### src/design/bmsp_pkg.sv
// Shared types and codes for the salt-and-pepper mask block.
package bmsp_pkg;

  typedef enum logic [1:0] {
    FUNC_LOAD  = 2'd0,
    FUNC_READ  = 2'd1,
    FUNC_NOISE = 2'd2
  } func_t;

  typedef enum logic [1:0] {
    DIR_SYM  = 2'd0,
    DIR_ONE  = 2'd1,
    DIR_ZERO = 2'd2
  } dir_t;

  typedef enum logic [1:0] {
    REG_DIRECTION = 2'd0,
    REG_BOUNDARY  = 2'd1,
    REG_WIDTH     = 2'd2,
    REG_HEIGHT    = 2'd3
  } reg_idx_t;

  typedef enum logic [2:0] {
    ST_IDLE,
    ST_DECODE,
    ST_FETCH,
    ST_NBR,
    ST_NBR_END,
    ST_DONE
  } seq_state_t;

  localparam int unsigned FieldRegW = 9;
  localparam logic [FieldRegW-1:0] FieldReset = 9'd256;

  typedef struct packed {
    logic [1:0]           noise_direction;
    logic                 boundary_only;
    logic [FieldRegW-1:0] field_width;
    logic [FieldRegW-1:0] field_height;
  } cfg_t;

endpackage

### src/design/bmsp_cfg_if.sv
// Configuration write channel.
interface bmsp_cfg_if;
  logic       valid;
  logic       ready;
  logic [1:0] index;
  logic [8:0] data;

  modport source (output valid, index, data, input ready);
  modport sink (input valid, index, data, output ready);
endinterface

### src/design/bmsp_cfg.sv
// Configuration register file.
module bmsp_cfg
  import bmsp_pkg::*;
(
  input  logic       clk,
  input  logic       rst,
  bmsp_cfg_if.sink   cfg,
  output cfg_t       regs
);

  assign cfg.ready = 1'b1;

  always_ff @(posedge clk) begin
    if (rst) begin
      regs.noise_direction <= DIR_SYM;
      regs.boundary_only   <= 1'b0;
      regs.field_width     <= FieldReset;
      regs.field_height    <= FieldReset;
    end else if (cfg.valid) begin
      unique case (cfg.index)
        REG_DIRECTION: regs.noise_direction <= cfg.data[1:0];
        REG_BOUNDARY:  regs.boundary_only   <= cfg.data[0];
        REG_WIDTH:     regs.field_width     <= cfg.data;
        REG_HEIGHT:    regs.field_height    <= cfg.data;
        default: ;
      endcase
    end
  end

endmodule

### src/flat_wrapper.sv
// flat-port wrapper written by rule: the top's interface ports become plain ports
module bmsp_cfg_flat import bmsp_pkg::*;
  (clk, rst, regs, cfg_valid, cfg_index, cfg_data, cfg_ready);
  bmsp_cfg_if cfg_i ();
  input  logic clk;
  input  logic rst;
  output cfg_t regs;
  input wire logic [$bits(cfg_i.valid)-1:0] cfg_valid;
  input wire logic [$bits(cfg_i.index)-1:0] cfg_index;
  input wire logic [$bits(cfg_i.data)-1:0] cfg_data;
  output wire logic [$bits(cfg_i.ready)-1:0] cfg_ready;
  assign cfg_i.valid = cfg_valid;
  assign cfg_i.index = cfg_index;
  assign cfg_i.data = cfg_data;
  assign cfg_ready = cfg_i.ready;
  bmsp_cfg u_core (.clk(clk), .rst(rst), .cfg(cfg_i), .regs(regs));
endmodule
### config.mk
export PLATFORM = sky130hd
export DESIGN_NAME = bmsp_cfg_flat
export DESIGN_NICKNAME = d
export VERILOG_FILES = /design/src/design/bmsp_pkg.sv /design/src/design/bmsp_cfg_if.sv /design/src/design/bmsp_cfg.sv /design/src/flat_wrapper.sv
export SDC_FILE = /design/constraint.sdc
export NUM_CORES = 1
export LEC_CHECK = 0
export ABC_CLOCK_PERIOD_IN_PS = 2300
export CORE_ASPECT_RATIO = 1.2
export CORE_MARGIN = 4
export CORE_UTILIZATION = 25
export CTS_CLUSTER_SIZE = 14
export DETAILED_ROUTE_END_ITERATION = 16
export DONT_BUFFER_PORTS = 1
export SYNTH_ARGS = -nofsm -noshare
export SYNTH_HDL_FRONTEND = slang
export SYNTH_SLANG_ARGS = --single-unit
### constraint.sdc
create_clock -name clk -period 2.3 [get_ports clk]
set_input_delay 0.23 -clock clk [delete_from_list [all_inputs] [get_ports clk]]
set_output_delay 0.23 -clock clk [all_outputs]
set_load 0.01 [all_outputs]
Yosys cells after proc, flatten, opt, wreduce, memory -nomap -nowiden
Cells that the tools add are included.
{ "totals": {"reg_bits": 21, "latch_bits": 0, "mem_bits_rw": 0, "mem_bits_ro": 0, "out_inout_bits": 22, "mem_count": 0} }
{ "op_classes": {"add_sub_neg": 0, "multipliers": 0, "n_div": 0, "n_lt_le_gt_ge": 0, "n_eq_ne": 3, "shift": 0, "muxes": 0, "bitwise_logic": 0, "reduce_logical": 5} }
{ "op_table": {"columns": ["op", "count"], "rows": [
  ["AND reduction 2 bit", 4],
  ["equality test 2 bit, second input constant", 2],
  ["equality test 2 x 1 -> 1 bit, second input constant", 1],
  ["zero test 2 bit", 1]
]} }

Longest topological paths before layout
{ "logic_depth": {"word_depth": 2, "ltp_mapped": 3, "depth_no_buf": 2} }

Worst setup path after synthesis
Ideal clock, no wire load.
{ "synth_timing": {"path_type": "input-to-reg", "start": "in cfg_index[1]", "end": "reg, netlist name u_core.regs[19]", "setup_time_ns": 0.121, "arrival_ns": 0.766, "t_required_ns": 2.179, "setup_slack_ns": 1.413, "cell_stages": 2, "cell_sequence": "or3b_1 > mux2i_1"} }
{ "synth_between": {"elab_chain_len": 2} }
{ "synth_rtl": {"columns": ["element", "line", "source"], "rows": [
  ["from (decl)", "flat_wrapper.sv:9", "input wire logic [$bits(cfg_i.index)-1:0] cfg_index;"],
  ["zero test 2 bit", "bmsp_cfg.sv:20", "unique case (cfg.index)"],
  ["AND reduction 2 bit (no source line)", null, null]
]} }
No other way between the ends.
A chain may end at the register's enable or synchronous reset.

Final worst setup path
{ "layout_timing": {"start": "reg, netlist name u_core.regs[17]", "end": "out regs[17] (netlist bit)"} }
{ "layout_rtl": {"columns": ["element", "line", "source"], "rows": [
  ["to (decl)", "flat_wrapper.sv:7", "output cfg_t regs;"]
]} }
No word-level cell between the ends.

==> results.txt <==
----------------------------------------------------
[Route]
  Pre-antenna DRT Iters ... 2
  ANT nets after route ... 0
  Total DRC errors in the routed layout ... 0
  Per-cell routed wire length ... about 15 um
  Via count ... 554
  Per-cell via count in the routed design ... around 4.7
  Initial detailed-routing violation count ... 10
  Sum of routed wire length over all layers ... roughly 1.8 mm

[Yosys]
  Cell area after synthesis ... between 800 and 900 um2
  Cells taking the most area after synthesis ... sky130_fd_sc_hd__dfxtp_1, sky130_fd_sc_hd__mux2i_1, sky130_fd_sc_hd__nand2b_1
  Post-synthesis share of cell area spent on xor and xnor gates ... 0%
  Yosys top cell area share ... between 40% and 50%
  Synth Area in Simple Gates ... around 25%
  Cell count after synthesis ... 83
  Adder and majority gate portion of the synthesized area ... 0%
  Top cell type by total area after synthesis ... sky130_fd_sc_hd__dfxtp_1
  Complex-gate fraction of the synthesized area ... 0%
  Syn Nets ... 97
  Synth warn ... 0
  Share of synthesized area occupied by flip-flops and latches ... a little under half
  Mean instance size in the synthesized netlist ... between 10 and 15 um2
  Number of synthesized register bits ... 21
  Yosys cell types ... 12
  Combinational family with the most area after synthesis ... simple AND/OR/NAND/NOR gates
  Mux cell area share after synthesis ... roughly a quarter

[Global route]
  Global-route wire length before repair ... about 2.7 mm
  Number of global-route vias before repair ... roughly 590
  Maximum number of pins on one net before global-route repair ... 31
  Global router's overall resource usage ... just over 8%
  Initial antenna violation count ... 0
  Sum of overflow across all layers after global routing ... 0

[Floorplanning]
  Starting density of the core ... a little over a quarter
  Die height ... between 70 and 80 um
  Num rows ... 23
  Area of the die ... between 4000 and 5000 um2
  Area of the core ... roughly 3400 um2
  Io pins ... 36
  Chip Width ... 62.07 um

[Setup path]
  Logic depth of the worst path, buffers included ... 0
  Reg2Reg Depth ... 2
  Crit. End Element ... primary output
  Worst endpoint required time ... ~2.1 ns
  Start of the worst register-to-register path ... u_core.regs[1]$_SDFFE_PP0P_
  Largest fanout on the critical path ... 2
  Worst setup startpoint ... u_core.regs[17]$_SDFFE_PP1P_
  Reg2Reg Setup Slack ... around 1.6 ns
  Type of origin of the critical path ... flip-flop
  Crit Path Category ... flip-flop to primary output
  Worst r2r dst ... u_core.regs[1]$_SDFFE_PP0P_
  Capture point of the worst path ... regs[17]
  Arrival time at the worst endpoint ... about 0.67 ns

[Timing]
  Fmax ... ~1.1 GHz
  Fin. Hold Viols ... 0
  Final Worst Setup Slack ... between 1 and 1.5 ns
  Clock skew ... 0 ns
  Final max-slew violation count ... 0
  Number of failing setup endpoints in the final timing report ... 0
  Minimum clock period after layout ... between 0.8 and 0.9 ns
  Fin crit share ... 38.97%
  Tightest Pin Transition ... 0.5509 ns
  Max transition margin ... approximately 63%
  Unrepaired setup endpoints after global routing ... no
  Setup_tns ... 0 ns

[Clocking]
  Post CTS Setup Buffer Count ... 0
  Clock Pin Slew Worst Setup and Hold Paths ... roughly 0.08 ns
  Worst-case clock buffer depth ... 2
  TritonCTS clock tree ... done
  H-tree levels ... 1
  Number of buffers inserted during clock tree synthesis ... 3
  Clock latency of the later-clocked register in the worst-skew pair ... between 0.2 and 0.3 ns
  Clk sinks ... 21
  Clock root cell ... sky130_fd_sc_hd__clkbuf_8
  Count of cells resized by post-cts repair ... 0
  Hold_buf cts ... 0

[Cells and area]
  Count of filler cells inserted in the layout ... between 300 and 400
  Reg with most FFs ... u_core.regs
  Area growth from synthesis to final layout ... 7.561%
  Ant diodes ... 0
  Final net count ... 97
  Number of flip-flops in the largest register ... 21
  Largest regs ... u_core.regs: 21 flops
  Ratio of cells with drive above 1 in the final layout ... under 10%
  Non-filler instance count after layout ... approximately 120

[Placement]
  Detailed placement HPWL ... between 1 and 1.5 mm
  Count of input and output buffers ... 0
  Final GP Congestion ... 0.6855
  Post-Place Cells ... 115
  Post-Place Worst Slack ... between 1 and 1.5 ns

[Job]
  Number of violations of the max-capacitance limit ... 0

[Status]
  Result of the run ... finished clean

[Pwr]
  LEAKAGE ... about 0.39 nW
  Maximum ir drop on the vdd rail ... 0.2961 mV
  Power consumption ... ~0.67 mW
  Power density normalized to cell area ... 712.1 nW/um2

[Worst hold path]
  Hold/Removal Path Class ... input pin to flip-flop

----------------------------------------------------
## Yosys cell counts
library cell	count
sky130_fd_sc_hd__and3b_1	1
sky130_fd_sc_hd__dfxtp_1	21
sky130_fd_sc_hd__conb_1	1
sky130_fd_sc_hd__nand2b_1	27
sky130_fd_sc_hd__mux2i_1	21
sky130_fd_sc_hd__buf_4	2
sky130_fd_sc_hd__and3_1	1
sky130_fd_sc_hd__nand3_1	1
sky130_fd_sc_hd__clkbuf_1	3
sky130_fd_sc_hd__nand3b_1	1
sky130_fd_sc_hd__nor2_1	3
sky130_fd_sc_hd__or3b_1	1
## cell usage in the layout, fill, tap and decap left out
cell type,count
sky130_fd_sc_hd__clkbuf_8,3
sky130_fd_sc_hd__and3_1,1
sky130_fd_sc_hd__nand3b_1,1
sky130_fd_sc_hd__nand2b_1,27
sky130_fd_sc_hd__or3b_1,1
sky130_fd_sc_hd__dfxtp_1,21
sky130_fd_sc_hd__mux2i_1,21
sky130_fd_sc_hd__clkinv_2,1
sky130_fd_sc_hd__conb_1,1
sky130_fd_sc_hd__and3b_1,1
sky130_fd_sc_hd__nor2_1,3
sky130_fd_sc_hd__nand3_1,1
## cells by family (layout without fill, tap and decap cells)
family        after synthesis  in the layout
mux                        21             21
simple gates               35             35
buf+inv                     5              4
flops                      21             21
other cells                 1              1
## how the worst min path moves through the flow
| stage | start | to | slack [ns] | cells after the start |
|---|---|---|---|---|
| final | rst | u_core.regs[17]$_SDFFE_PP1P_ | 0.14 | 2 |
| after global routing | rst | u_core.regs[15]$_SDFFE_PP0P_ | 0.13 | 2 |
| after CTS | rst | u_core.regs[17]$_SDFFE_PP1P_ | 0.13 | 2 |
| after detailed placement | rst | u_core.regs[8]$_SDFFE_PP1P_ | 0.41 | 2 |
| after global placement | rst | u_core.regs[17]$_SDFFE_PP1P_ | 0.39 | 2 |
| after floorplan | cfg_data[2] | u_core.regs[2]$_SDFFE_PP0P_ | 0.41 | 2 |
## through the flow
stage / utilization [%] / instance area (um2) / hold slack (ns)
floorplan: - / 877.1 / 0.4064
global route: 28.02 / 943.4 / 0.1346
finish: 28.02 / 943.4 / 0.1389
CTS: 28.02 / 943.4 / 0.1332
global placement: 26.64 / 897.1 / 0.3939
detailed placement: 26.64 / 897.1 / 0.4070
## layout make-up
cell class	count	area, um2	share of cell area (%)
flip-flops and latches	21	420.4	44.56
clock buffers	3	41.29	4.377
multi-input cells	57	430.4	45.62
well taps	37	46.29	4.907
clock inverters	1	5.005	0.5305
## power breakdown
| group | internal (mW) | switching, mW | total [mW] |
|---|---|---|---|
| clock | 0.121 | 0.120 | 0.241 |
| sequential | 0.376 | 0.0151 | 0.391 |
| combinational | 0.0225 | 0.0170 | 0.0394 |
## layer usage
layer / routed length [um] / GRT usage, %
met4: 42 / 4.245
met1: 688 / 8.963
met5: 0 / 0
met2: 900 / 13.25
met3: 184 / 3.363
Note: power is estimated with default switching activity, not from simulation.
