## config.mk

```make
export PLATFORM = sky130hd
export DESIGN_NAME = bmsp_seq_flat
export DESIGN_NICKNAME = d
export VERILOG_FILES = /design/src/design/bmsp_pkg.sv /design/src/design/bmsp_item_if.sv /design/src/design/bmsp_result_if.sv /design/src/design/bmsp_seq.sv /design/src/flat_wrapper.sv
export SDC_FILE = /design/constraint.sdc
export NUM_CORES = 1
export LEC_CHECK = 0
export ABC_CLOCK_PERIOD_IN_PS = 2700
export BUFFER_PORTS_ARGS = -buffer_cell sky130_fd_sc_hd__buf_2
export CORE_ASPECT_RATIO = 1.75
export CORE_MARGIN = 3
export CORE_UTILIZATION = 44
export DETAILED_ROUTE_END_ITERATION = 7
export HOLD_SLACK_MARGIN = 0.03
export PLACE_DENSITY_LB_ADDON = 0.15
export SLEW_MARGIN = 5
export SYNTH_ARGS = -nofsm -noshare
export SYNTH_HDL_FRONTEND = slang
export SYNTH_SLANG_ARGS = --single-unit
```

## constraint.sdc

```tcl
create_clock -name clk -period 2.7 [get_ports clk]
set_clock_uncertainty 0.2 [all_clocks]
set_input_delay 0.27 -clock clk [delete_from_list [all_inputs] [get_ports clk]]
set_output_delay 0.27 -clock clk [all_outputs]
set_load 0.05 [all_outputs]
```

## src/design/bmsp_pkg.sv

```systemverilog
// Shared types and codes for the salt-and-pepper mask block.
package bmsp_pkg;

  typedef enum logic [1:0] {
    FUNC_LOAD  = 2'd0,
    FUNC_READ  = 2'd1,
    FUNC_NOISE = 2'd2
  } func_t;

  typedef enum logic [1:0] {
    DIR_SYM  = 2'd0,
    DIR_ONE  = 2'd1,
    DIR_ZERO = 2'd2
  } dir_t;

  typedef enum logic [1:0] {
    REG_DIRECTION = 2'd0,
    REG_BOUNDARY  = 2'd1,
    REG_WIDTH     = 2'd2,
    REG_HEIGHT    = 2'd3
  } reg_idx_t;

  typedef enum logic [2:0] {
    ST_IDLE,
    ST_DECODE,
    ST_FETCH,
    ST_NBR,
    ST_NBR_END,
    ST_DONE
  } seq_state_t;

  localparam int unsigned FieldRegW = 9;
  localparam logic [FieldRegW-1:0] FieldReset = 9'd256;

  typedef struct packed {
    logic [1:0]           noise_direction;
    logic                 boundary_only;
    logic [FieldRegW-1:0] field_width;
    logic [FieldRegW-1:0] field_height;
  } cfg_t;

endpackage

```

## src/design/bmsp_item_if.sv

```systemverilog
// Input item channel.
interface bmsp_item_if;
  logic       valid;
  logic       ready;
  logic [1:0] func;
  logic [7:0] row;
  logic [7:0] col;
  logic       pixel_in;
  logic       random_bit;

  modport source (output valid, func, row, col, pixel_in, random_bit, input ready);
  modport sink (input valid, func, row, col, pixel_in, random_bit, output ready);
endinterface

```

## src/design/bmsp_result_if.sv

```systemverilog
// Result item channel.
interface bmsp_result_if;
  logic valid;
  logic ready;
  logic pixel_out;
  logic changed;
  logic coord_error;

  modport source (output valid, pixel_out, changed, coord_error, input ready);
  modport sink (input valid, pixel_out, changed, coord_error, output ready);
endinterface

```

## src/design/bmsp_seq.sv

```systemverilog
// Sequencer: decode, centre fetch, neighbour scan and write-back over one memory port.
module bmsp_seq
  import bmsp_pkg::*;
#(
  parameter int unsigned MAX_DIM = 256
) (
  input  logic              clk,
  input  logic              rst,
  input  cfg_t              regs,
  bmsp_item_if.sink         item,
  bmsp_result_if.source     result,
  output logic [2*$clog2(MAX_DIM)-1:0] mem_addr,
  output logic              mem_we,
  output logic              mem_wdata,
  input  logic              mem_rdata
);

  localparam int unsigned DW   = $clog2(MAX_DIM);
  localparam int unsigned DIMW = $clog2(MAX_DIM + 1);

  seq_state_t state, state_next;

  logic [1:0]    func_q;
  logic [7:0]    row_q;
  logic [7:0]    col_q;
  logic          pin_q;
  logic          rnd_q;
  logic          cur;
  logic          target;
  logic          allow;
  logic          prev_ok;
  logic [1:0]    nbr_idx;
  logic          res_pixel;
  logic          res_changed;
  logic          res_err;

  logic [DIMW-1:0] w_eff;
  logic [DIMW-1:0] h_eff;
  logic [DW-1:0]   rr;
  logic [DW-1:0]   cc;
  logic            out_of_field;
  logic            target_c;
  logic            nbr_ok;
  logic [DW-1:0]   nbr_r;
  logic [DW-1:0]   nbr_c;
  logic            hit;
  logic            allow_final;
  logic            out_free;

  always_comb begin
    w_eff = (32'(regs.field_width) > MAX_DIM) ? DIMW'(MAX_DIM) : DIMW'(regs.field_width);
    h_eff = (32'(regs.field_height) > MAX_DIM) ? DIMW'(MAX_DIM) : DIMW'(regs.field_height);
    rr = DW'(row_q);
    cc = DW'(col_q);
    out_of_field = (32'(row_q) >= 32'(h_eff)) || (32'(col_q) >= 32'(w_eff));
    unique case (regs.noise_direction)
      DIR_ONE:  target_c = 1'b1;
      DIR_ZERO: target_c = 1'b0;
      default:  target_c = rnd_q;
    endcase
    unique case (nbr_idx)
      2'd0: begin
        nbr_ok = (row_q != 8'd0);
        nbr_r  = rr - DW'(1);
        nbr_c  = cc;
      end
      2'd1: begin
        nbr_ok = (col_q != 8'd0);
        nbr_r  = rr;
        nbr_c  = cc - DW'(1);
      end
      2'd2: begin
        nbr_ok = (32'(col_q) + 32'd1 < 32'(w_eff));
        nbr_r  = rr;
        nbr_c  = cc + DW'(1);
      end
      default: begin
        nbr_ok = (32'(row_q) + 32'd1 < 32'(h_eff));
        nbr_r  = rr + DW'(1);
        nbr_c  = cc;
      end
    endcase
    hit         = prev_ok && (mem_rdata != cur);
    allow_final = allow || hit;
    out_free    = !result.valid || result.ready;
  end

  // next state
  always_comb begin
    state_next = state;
    unique case (state)
      ST_IDLE: begin
        if (item.valid) begin
          state_next = ST_DECODE;
        end
      end
      ST_DECODE: begin
        if (func_q == FUNC_READ || func_q == FUNC_NOISE) begin
          state_next = out_of_field ? ST_DONE : ST_FETCH;
        end else begin
          state_next = ST_DONE;
        end
      end
      ST_FETCH: begin
        if (func_q == FUNC_NOISE && target_c != mem_rdata && regs.boundary_only) begin
          state_next = ST_NBR;
        end else begin
          state_next = ST_DONE;
        end
      end
      ST_NBR: begin
        if (nbr_idx == 2'd3) begin
          state_next = ST_NBR_END;
        end
      end
      ST_NBR_END: state_next = ST_DONE;
      ST_DONE: begin
        if (out_free) begin
          state_next = ST_IDLE;
        end
      end
      default: state_next = ST_IDLE;
    endcase
  end

  // outputs
  always_comb begin
    item.ready = (state == ST_IDLE);
    mem_addr   = {rr, cc};
    mem_we     = 1'b0;
    mem_wdata  = target;
    unique case (state)
      ST_DECODE: begin
        mem_wdata = pin_q;
        mem_we    = (func_q == FUNC_LOAD) && !out_of_field;
      end
      ST_FETCH: begin
        mem_wdata = target_c;
        mem_we    = (func_q == FUNC_NOISE) && (target_c != mem_rdata) && !regs.boundary_only;
      end
      ST_NBR: mem_addr = {nbr_r, nbr_c};
      ST_NBR_END: mem_we = allow_final;
      default: ;
    endcase
  end

  always_ff @(posedge clk) begin
    if (rst) begin
      state        <= ST_IDLE;
      result.valid <= 1'b0;
    end else begin
      state <= state_next;
      if (state == ST_DONE && out_free) begin
        result.valid <= 1'b1;
      end else if (result.ready) begin
        result.valid <= 1'b0;
      end
    end
  end

  always_ff @(posedge clk) begin
    unique case (state)
      ST_IDLE: begin
        if (item.valid) begin
          func_q <= item.func;
          row_q  <= item.row;
          col_q  <= item.col;
          pin_q  <= item.pixel_in;
          rnd_q  <= item.random_bit;
        end
      end
      ST_DECODE: begin
        res_pixel   <= 1'b0;
        res_changed <= 1'b0;
        res_err     <= 1'b0;
        if (func_q == FUNC_LOAD || func_q == FUNC_READ || func_q == FUNC_NOISE) begin
          res_err <= out_of_field;
          if (func_q == FUNC_LOAD && !out_of_field) begin
            res_pixel <= pin_q;
          end
        end
      end
      ST_FETCH: begin
        cur     <= mem_rdata;
        target  <= target_c;
        allow   <= 1'b0;
        prev_ok <= 1'b0;
        nbr_idx <= 2'd0;
        if (func_q == FUNC_NOISE && target_c != mem_rdata && !regs.boundary_only) begin
          res_pixel   <= target_c;
          res_changed <= 1'b1;
        end else begin
          res_pixel <= mem_rdata;
        end
      end
      ST_NBR: begin
        allow   <= allow || hit;
        prev_ok <= nbr_ok;
        nbr_idx <= nbr_idx + 2'd1;
      end
      ST_NBR_END: begin
        if (allow_final) begin
          res_pixel   <= target;
          res_changed <= 1'b1;
        end
      end
      ST_DONE: begin
        if (out_free) begin
          result.pixel_out   <= res_pixel;
          result.changed     <= res_changed;
          result.coord_error <= res_err;
        end
      end
      default: ;
    endcase
  end

endmodule

```

## src/flat_wrapper.sv

```systemverilog
// flat-port wrapper written by rule: the top's interface ports become plain ports
module bmsp_seq_flat import bmsp_pkg::*;
#(
  parameter int unsigned MAX_DIM = 256
)
  (clk, rst, regs, mem_addr, mem_we, mem_wdata, mem_rdata, item_valid, item_func, item_row, item_col, item_pixel_in, item_random_bit, item_ready, result_valid, result_pixel_out, result_changed, result_coord_error, result_ready);
  bmsp_item_if item_i ();
  bmsp_result_if result_i ();
  input  logic clk;
  input  logic rst;
  input  cfg_t regs;
  output logic [2*$clog2(MAX_DIM)-1:0] mem_addr;
  output logic mem_we;
  output logic mem_wdata;
  input  logic mem_rdata;
  input wire logic [$bits(item_i.valid)-1:0] item_valid;
  input wire logic [$bits(item_i.func)-1:0] item_func;
  input wire logic [$bits(item_i.row)-1:0] item_row;
  input wire logic [$bits(item_i.col)-1:0] item_col;
  input wire logic [$bits(item_i.pixel_in)-1:0] item_pixel_in;
  input wire logic [$bits(item_i.random_bit)-1:0] item_random_bit;
  output wire logic [$bits(item_i.ready)-1:0] item_ready;
  output wire logic [$bits(result_i.valid)-1:0] result_valid;
  output wire logic [$bits(result_i.pixel_out)-1:0] result_pixel_out;
  output wire logic [$bits(result_i.changed)-1:0] result_changed;
  output wire logic [$bits(result_i.coord_error)-1:0] result_coord_error;
  input wire logic [$bits(result_i.ready)-1:0] result_ready;
  assign item_i.valid = item_valid;
  assign item_i.func = item_func;
  assign item_i.row = item_row;
  assign item_i.col = item_col;
  assign item_i.pixel_in = item_pixel_in;
  assign item_i.random_bit = item_random_bit;
  assign item_ready = item_i.ready;
  assign result_valid = result_i.valid;
  assign result_pixel_out = result_i.pixel_out;
  assign result_changed = result_i.changed;
  assign result_coord_error = result_i.coord_error;
  assign result_i.ready = result_ready;
  bmsp_seq #(.MAX_DIM(MAX_DIM)) u_core (.clk(clk), .rst(rst), .regs(regs), .item(item_i), .result(result_i), .mem_addr(mem_addr), .mem_we(mem_we), .mem_wdata(mem_wdata), .mem_rdata(mem_rdata));
endmodule
```

## Word-level counts from Yosys, hierarchy flattened

Cells that the tools add are included.

- Bits in registers: 36
- Output and inout bits: 23
- Bits of input ports: 46

- Equality and inequality tests: 19
- $lt $le $gt $ge: 6
- Reduce and logical (&&, ||, !) cells: 29
- Multiplexer cells: 29
- $add $sub $neg: 7

Operators with widths:

| operator | number |
|---|---|
| 32-bit by 9-bit < comparator with 1-bit output | 2 |
| 8-bit one-hot mux with 2 select lines | 2 |
| 8-bit by 1-bit adder with 9-bit output, second input constant | 2 |
| 8-bit by 9-bit greater-or-equal comparator with 1-bit output | 2 |
| 9-bit > comparator, second input constant | 2 |
| 3-bit two-way mux | 6 |
| 9-bit two-way mux | 2 |
| 3-bit one-hot mux with 6 select lines | 1 |
| 8-bit by 1-bit adder with 8-bit output, second input constant | 2 |
| 16-bit two-way mux | 1 |
| 8-bit nonzero test | 2 |
| 8-bit by 1-bit subtractor with 8-bit output, second input constant | 2 |
| 1-bit one-hot mux with 3 select lines | 4 |
| 2-bit equality test, second input constant | 4 |
| 1-bit two-way mux | 8 |
| 2-bit by 1-bit != test with 1-bit output, second input constant | 4 |
| 1-bit one-hot mux with 2 select lines | 4 |
| 2-bit by 1-bit equality test with 1-bit output, second input constant | 3 |
| 3-bit by 2-bit equality test with 1-bit output, second input constant | 2 |
| 3-bit equality test, second input constant | 2 |
| 1-bit logical AND | 6 |
| 1-bit logical OR | 6 |
| 2-bit AND reduction | 3 |
| 3-bit AND reduction | 2 |
| 11 further kinds | 16 |

## Depth between registers and ports, before layout

- Depth in word-level cells: 9
- Gate-level depth with buffers: 10

## Worst setup path before layout

OpenSTA, ideal clock, no wires.

- Path type: register to output
- Start: register u_core.nbr_idx[0]
- End: output port mem_addr[4]
- Stages on the path, launching flop included: 9
- Buffers on the path: 0
- Arrival: 2.757 ns
- Path slack: -0.527 ns
- Cell sequence: edfxtp_1 > inv_1 > ha_1 > inv_1 > fa_1 > a21o_1 > a21o_1 > xnor2_1 > o21ai_0

- Word-level cells in the longest chain between the ends: 3

Ends and longest elaborated chain:

| item | line | RTL |
|---|---|---|
| start: declaration | bmsp_seq.sv:32 | `logic [1:0] nbr_idx;` |
| start signal: assignment | bmsp_seq.sv:199 | `nbr_idx <= nbr_idx + 2'd1;` |
| 2-bit equality test or 2-bit by 1-bit equality test with 1-bit output (tied branches) | bmsp_seq.sv:61 | `unique case (nbr_idx)` |
| 8-bit one-hot mux with 2 select lines * | bmsp_seq.sv:61 |  |
| 16-bit two-way mux * | bmsp_seq.sv:132 | `unique case (state)` |
| end: declaration | flat_wrapper.sv:12 | `output logic [2*$clog2(MAX_DIM)-1:0] mem_addr;` |

Every way passes the cells marked *; elsewhere a longest branch is shown, timed or not.

## Worst setup path in the final report

- Start: register u_core.nbr_idx[1]
- End: output port mem_addr[7]

Same word-level chain as after synthesis.

==> metrics.cfg <==
[status]
status=finished, violations left
violations=setup timing

[cells_and_area]
syn_to_final_growth_pct=50.78
final_common_cell=buf_2
seq_area_mm2=0.001042
final_nets=628
antenna_cells=0
fillers=598
layout_common_cells=buf_2, buf_4, ha_1, nand2_1, edfxtp_1
drive_above_1_share_pct=40.34
utilization_pct=68.60
multi_input_area_mm2=0.002669

[synth]
synth_cell_type_count=58
syn_avg_cell_area_um2=9.345
synth-edff-count=32
netlist_instances=371
synthArstFlopShare_pct=0
synthXorXnorAreaFrac_pct=6.315
synth_flop_cell=edfxtp_1
ys_seq_elements=36
synth_fp_nets=477
yosys.area_share.simple_pct=21.69
synth_top_family_by_area=adder cells
synth_area_mm2=0.003467
yosysWarningCount=0
synthAdderAreaFrac_pct=22.09
synth-compound-area-share_pct=14.33
yosysSeqAreaShare_pct=30.03
synthMuxAreaShare_pct=0.9022

[timing]
fin_tns_setup_ns=-0.8463
hold_viol=0
worst_pin_slew_ns=0.4640
rsz0062_at_grt=yes
period_needed_ns=2.878
setup_viol=10
drv_slew=0
setup_ws_ns=-0.1785
post-route-period-util_pct=106.6
fmax_ghz=0.3474
fin_hold_ws_ns=0.07106
slew_headroom_pct=69.03

[clock_tree]
cts_buffers=5
clkLatencyLatePin_ns=0.29
path_clk_slew_ns=0.06
cts.sinks=36
root_buffer=clkbuf_16
cts_tree=built
clock_path_buffers=2
htreeDepth=2

[global_route]
grt-ovfl-total=0
grt_max_degree=16
antenna_found_initial=0
grt_pass1_vias=3291
grt_pass1_wl_mm=15.13
gr-usage-all-layers_pct=21.84

[drt]
dr_total_vias=3319
drt-total-wl_mm=9.917
ant_nets=0
dr.pass1.iters=4
via_per_inst=5.432
drtIter0Drc=102
drc=0
wl_per_cell_um=16.23

[floorplanning]
die_w_um=73.10
core_mm2=0.007620
pin_count=69
rows=42
initial_core_util_pct=45.50
chipHeight_um=123.4
die_area_mm2=0.009023

[critical_path]
critPathBufInv=4
crit_type=reg2out
critPathMaxFanout=8
worstSetupStartpointType=flip-flop
worstPathCellList=buf_6 -> ha_4 -> inv_8 -> ha_1 -> nor3_2 -> nor2_1 -> and3_1 -> o21ai_1 -> buf_4 -> xnor2_2 -> buf_6
crit_slowest_cell=edfxtp_1
required_ns=2.23
cpLargestDelayFamily=buffers and inverters
cp-end-kind=output pin
cpMostUsedCell=buf_6
crit_arrival_ns=2.41
cp_slowest_stage_delay_ns=0.44

[pwr]
power_density_mw_per_mm2=562.7
p_leak_nw=2.268
ir_worst_vdd_mv=0.4609

[placed_design]
portBuffers=68
dp_hpwl_mm=7.285
gp_congestion=0.8861

[worst_hold_path]
hp-class=in2reg

[job]
maxCapViolations=0

-- worst paths after layout --
check,startpoint,to,slack [ns],depth (start not counted)
worst max-delay path,u_core.nbr_idx[1]$_SDFFCE_PP0P_,mem_addr[7],-0.18,11
worst min-delay path,mem_rdata,u_core.cur$_DFFE_PP_,0.07,1
worst max register to register,u_core.cc[0]$_DFFE_PP_,u_core.prev_ok$_DFFE_PP_,0.05,11
worst min register to register,u_core.res_changed$_DFFE_PP_,u_core.result.changed$_DFFE_PP_,0.22,0
-- flip-flops by register name (all words and copies together), names as in the netlist, 2 cells and up --
register	flops
u_core.nbr_idx	2
u_core.state	3
u_core.row_q	8
u_core.func_q	2
u_core.cc	8
-- metal layers --
metal | vias up | routed length [um] | track usage [%]
li1 | 1663 | - | -
met1 | 1561 | 3602 | 23.05
met2 | 75 | 5663 | 40.70
met3 | 20 | 294 | 2.766
met4 | 0 | 357 | 11.43
met5 | - | 0 | 0
-- metrics by stage --
stage / setup slack [ns] / cell area (um2) / instances / power [mW]
final: -0.1785 / 5228 / 611 / 2.941
after global routing: -0.2732 / 5228 / 611 / 3.122
after CTS: -0.1468 / 4940 / 601 / 2.824
after detailed placement: -0.07724 / 4325 / 566 / 2.027
after global placement: -0.01721 / 4325 / 566 / 2.003
after floorplan: -0.1480 / 3567 / 371 / 1.626
-- worst register-to-register path, delay by kind of cell (launching register included) --
kind | cells | cell delay (ns)
simple gates | 2 | 0.25
compound gates | 4 | 0.74
buf+inv | 2 | 0.32
flops | 1 | 0.43
xor+xnor | 1 | 0.15
fa+ha+maj | 2 | 0.44
-- Yosys cell counts, types with 3 or more instances --
library cell  number  share of area (%)
dfxtp_1            4                2.3
a21oi_1           23                3.3
nor2b_1            6                1.1
ha_1              58                 21
nand3_1           13                1.9
xnor2_1           13                3.3
inv_1             22                2.4
and3_1             6                1.1
o21ai_0           22                3.2
xor2_1            12                3.0
nand3b_1           3               0.65
or3_1              4               0.72
edfxtp_1          32                 28
nor2_1            27                2.9
nor3_1            13                1.9
nand4_1            4               0.72
buf_6              4                1.3
nand2b_1           4               0.72
or4b_1             3               0.87
nor3b_1            4               0.87
o211ai_1           4               0.87
nand2_1           37                4.0
a21o_1             5                1.1
o22ai_1            4               0.72
-- what timing repair did --
item	4_1_cts	5_1_grt
gates resized for setup	53	44
pin swaps	24	28
hold endpoints to repair	21	0
buffers inserted	7	10
endpoints found under the setup margin	12	12
hold buffers	21	0
-- cells by family after synthesis --
family	after synthesis
flops	36
compound gates	77
buf+inv	32
fa+ha+maj	60
mux	3
simple gates	138
xor+xnor	25
-- power by group --
| part | internal, mW | total, mW | switching, mW |
|---|---|---|---|
| Sequential | 0.714 | 0.806 | 0.0918 |
| Clock | 0.434 | 0.671 | 0.237 |
| Combinational | 0.656 | 1.47 | 0.809 |
-- area by class of cell --
cell class,instances,share of cell area [%]
multi-input combinational,303,51.05
timing repair buffer,151,21.66
sequential,36,19.94
clock buffer,5,2.393
tap,88,2.106
inverter,25,2.034
clock inverter,3,0.8138
No activity file was read; power rests on OpenSTA's default activity.
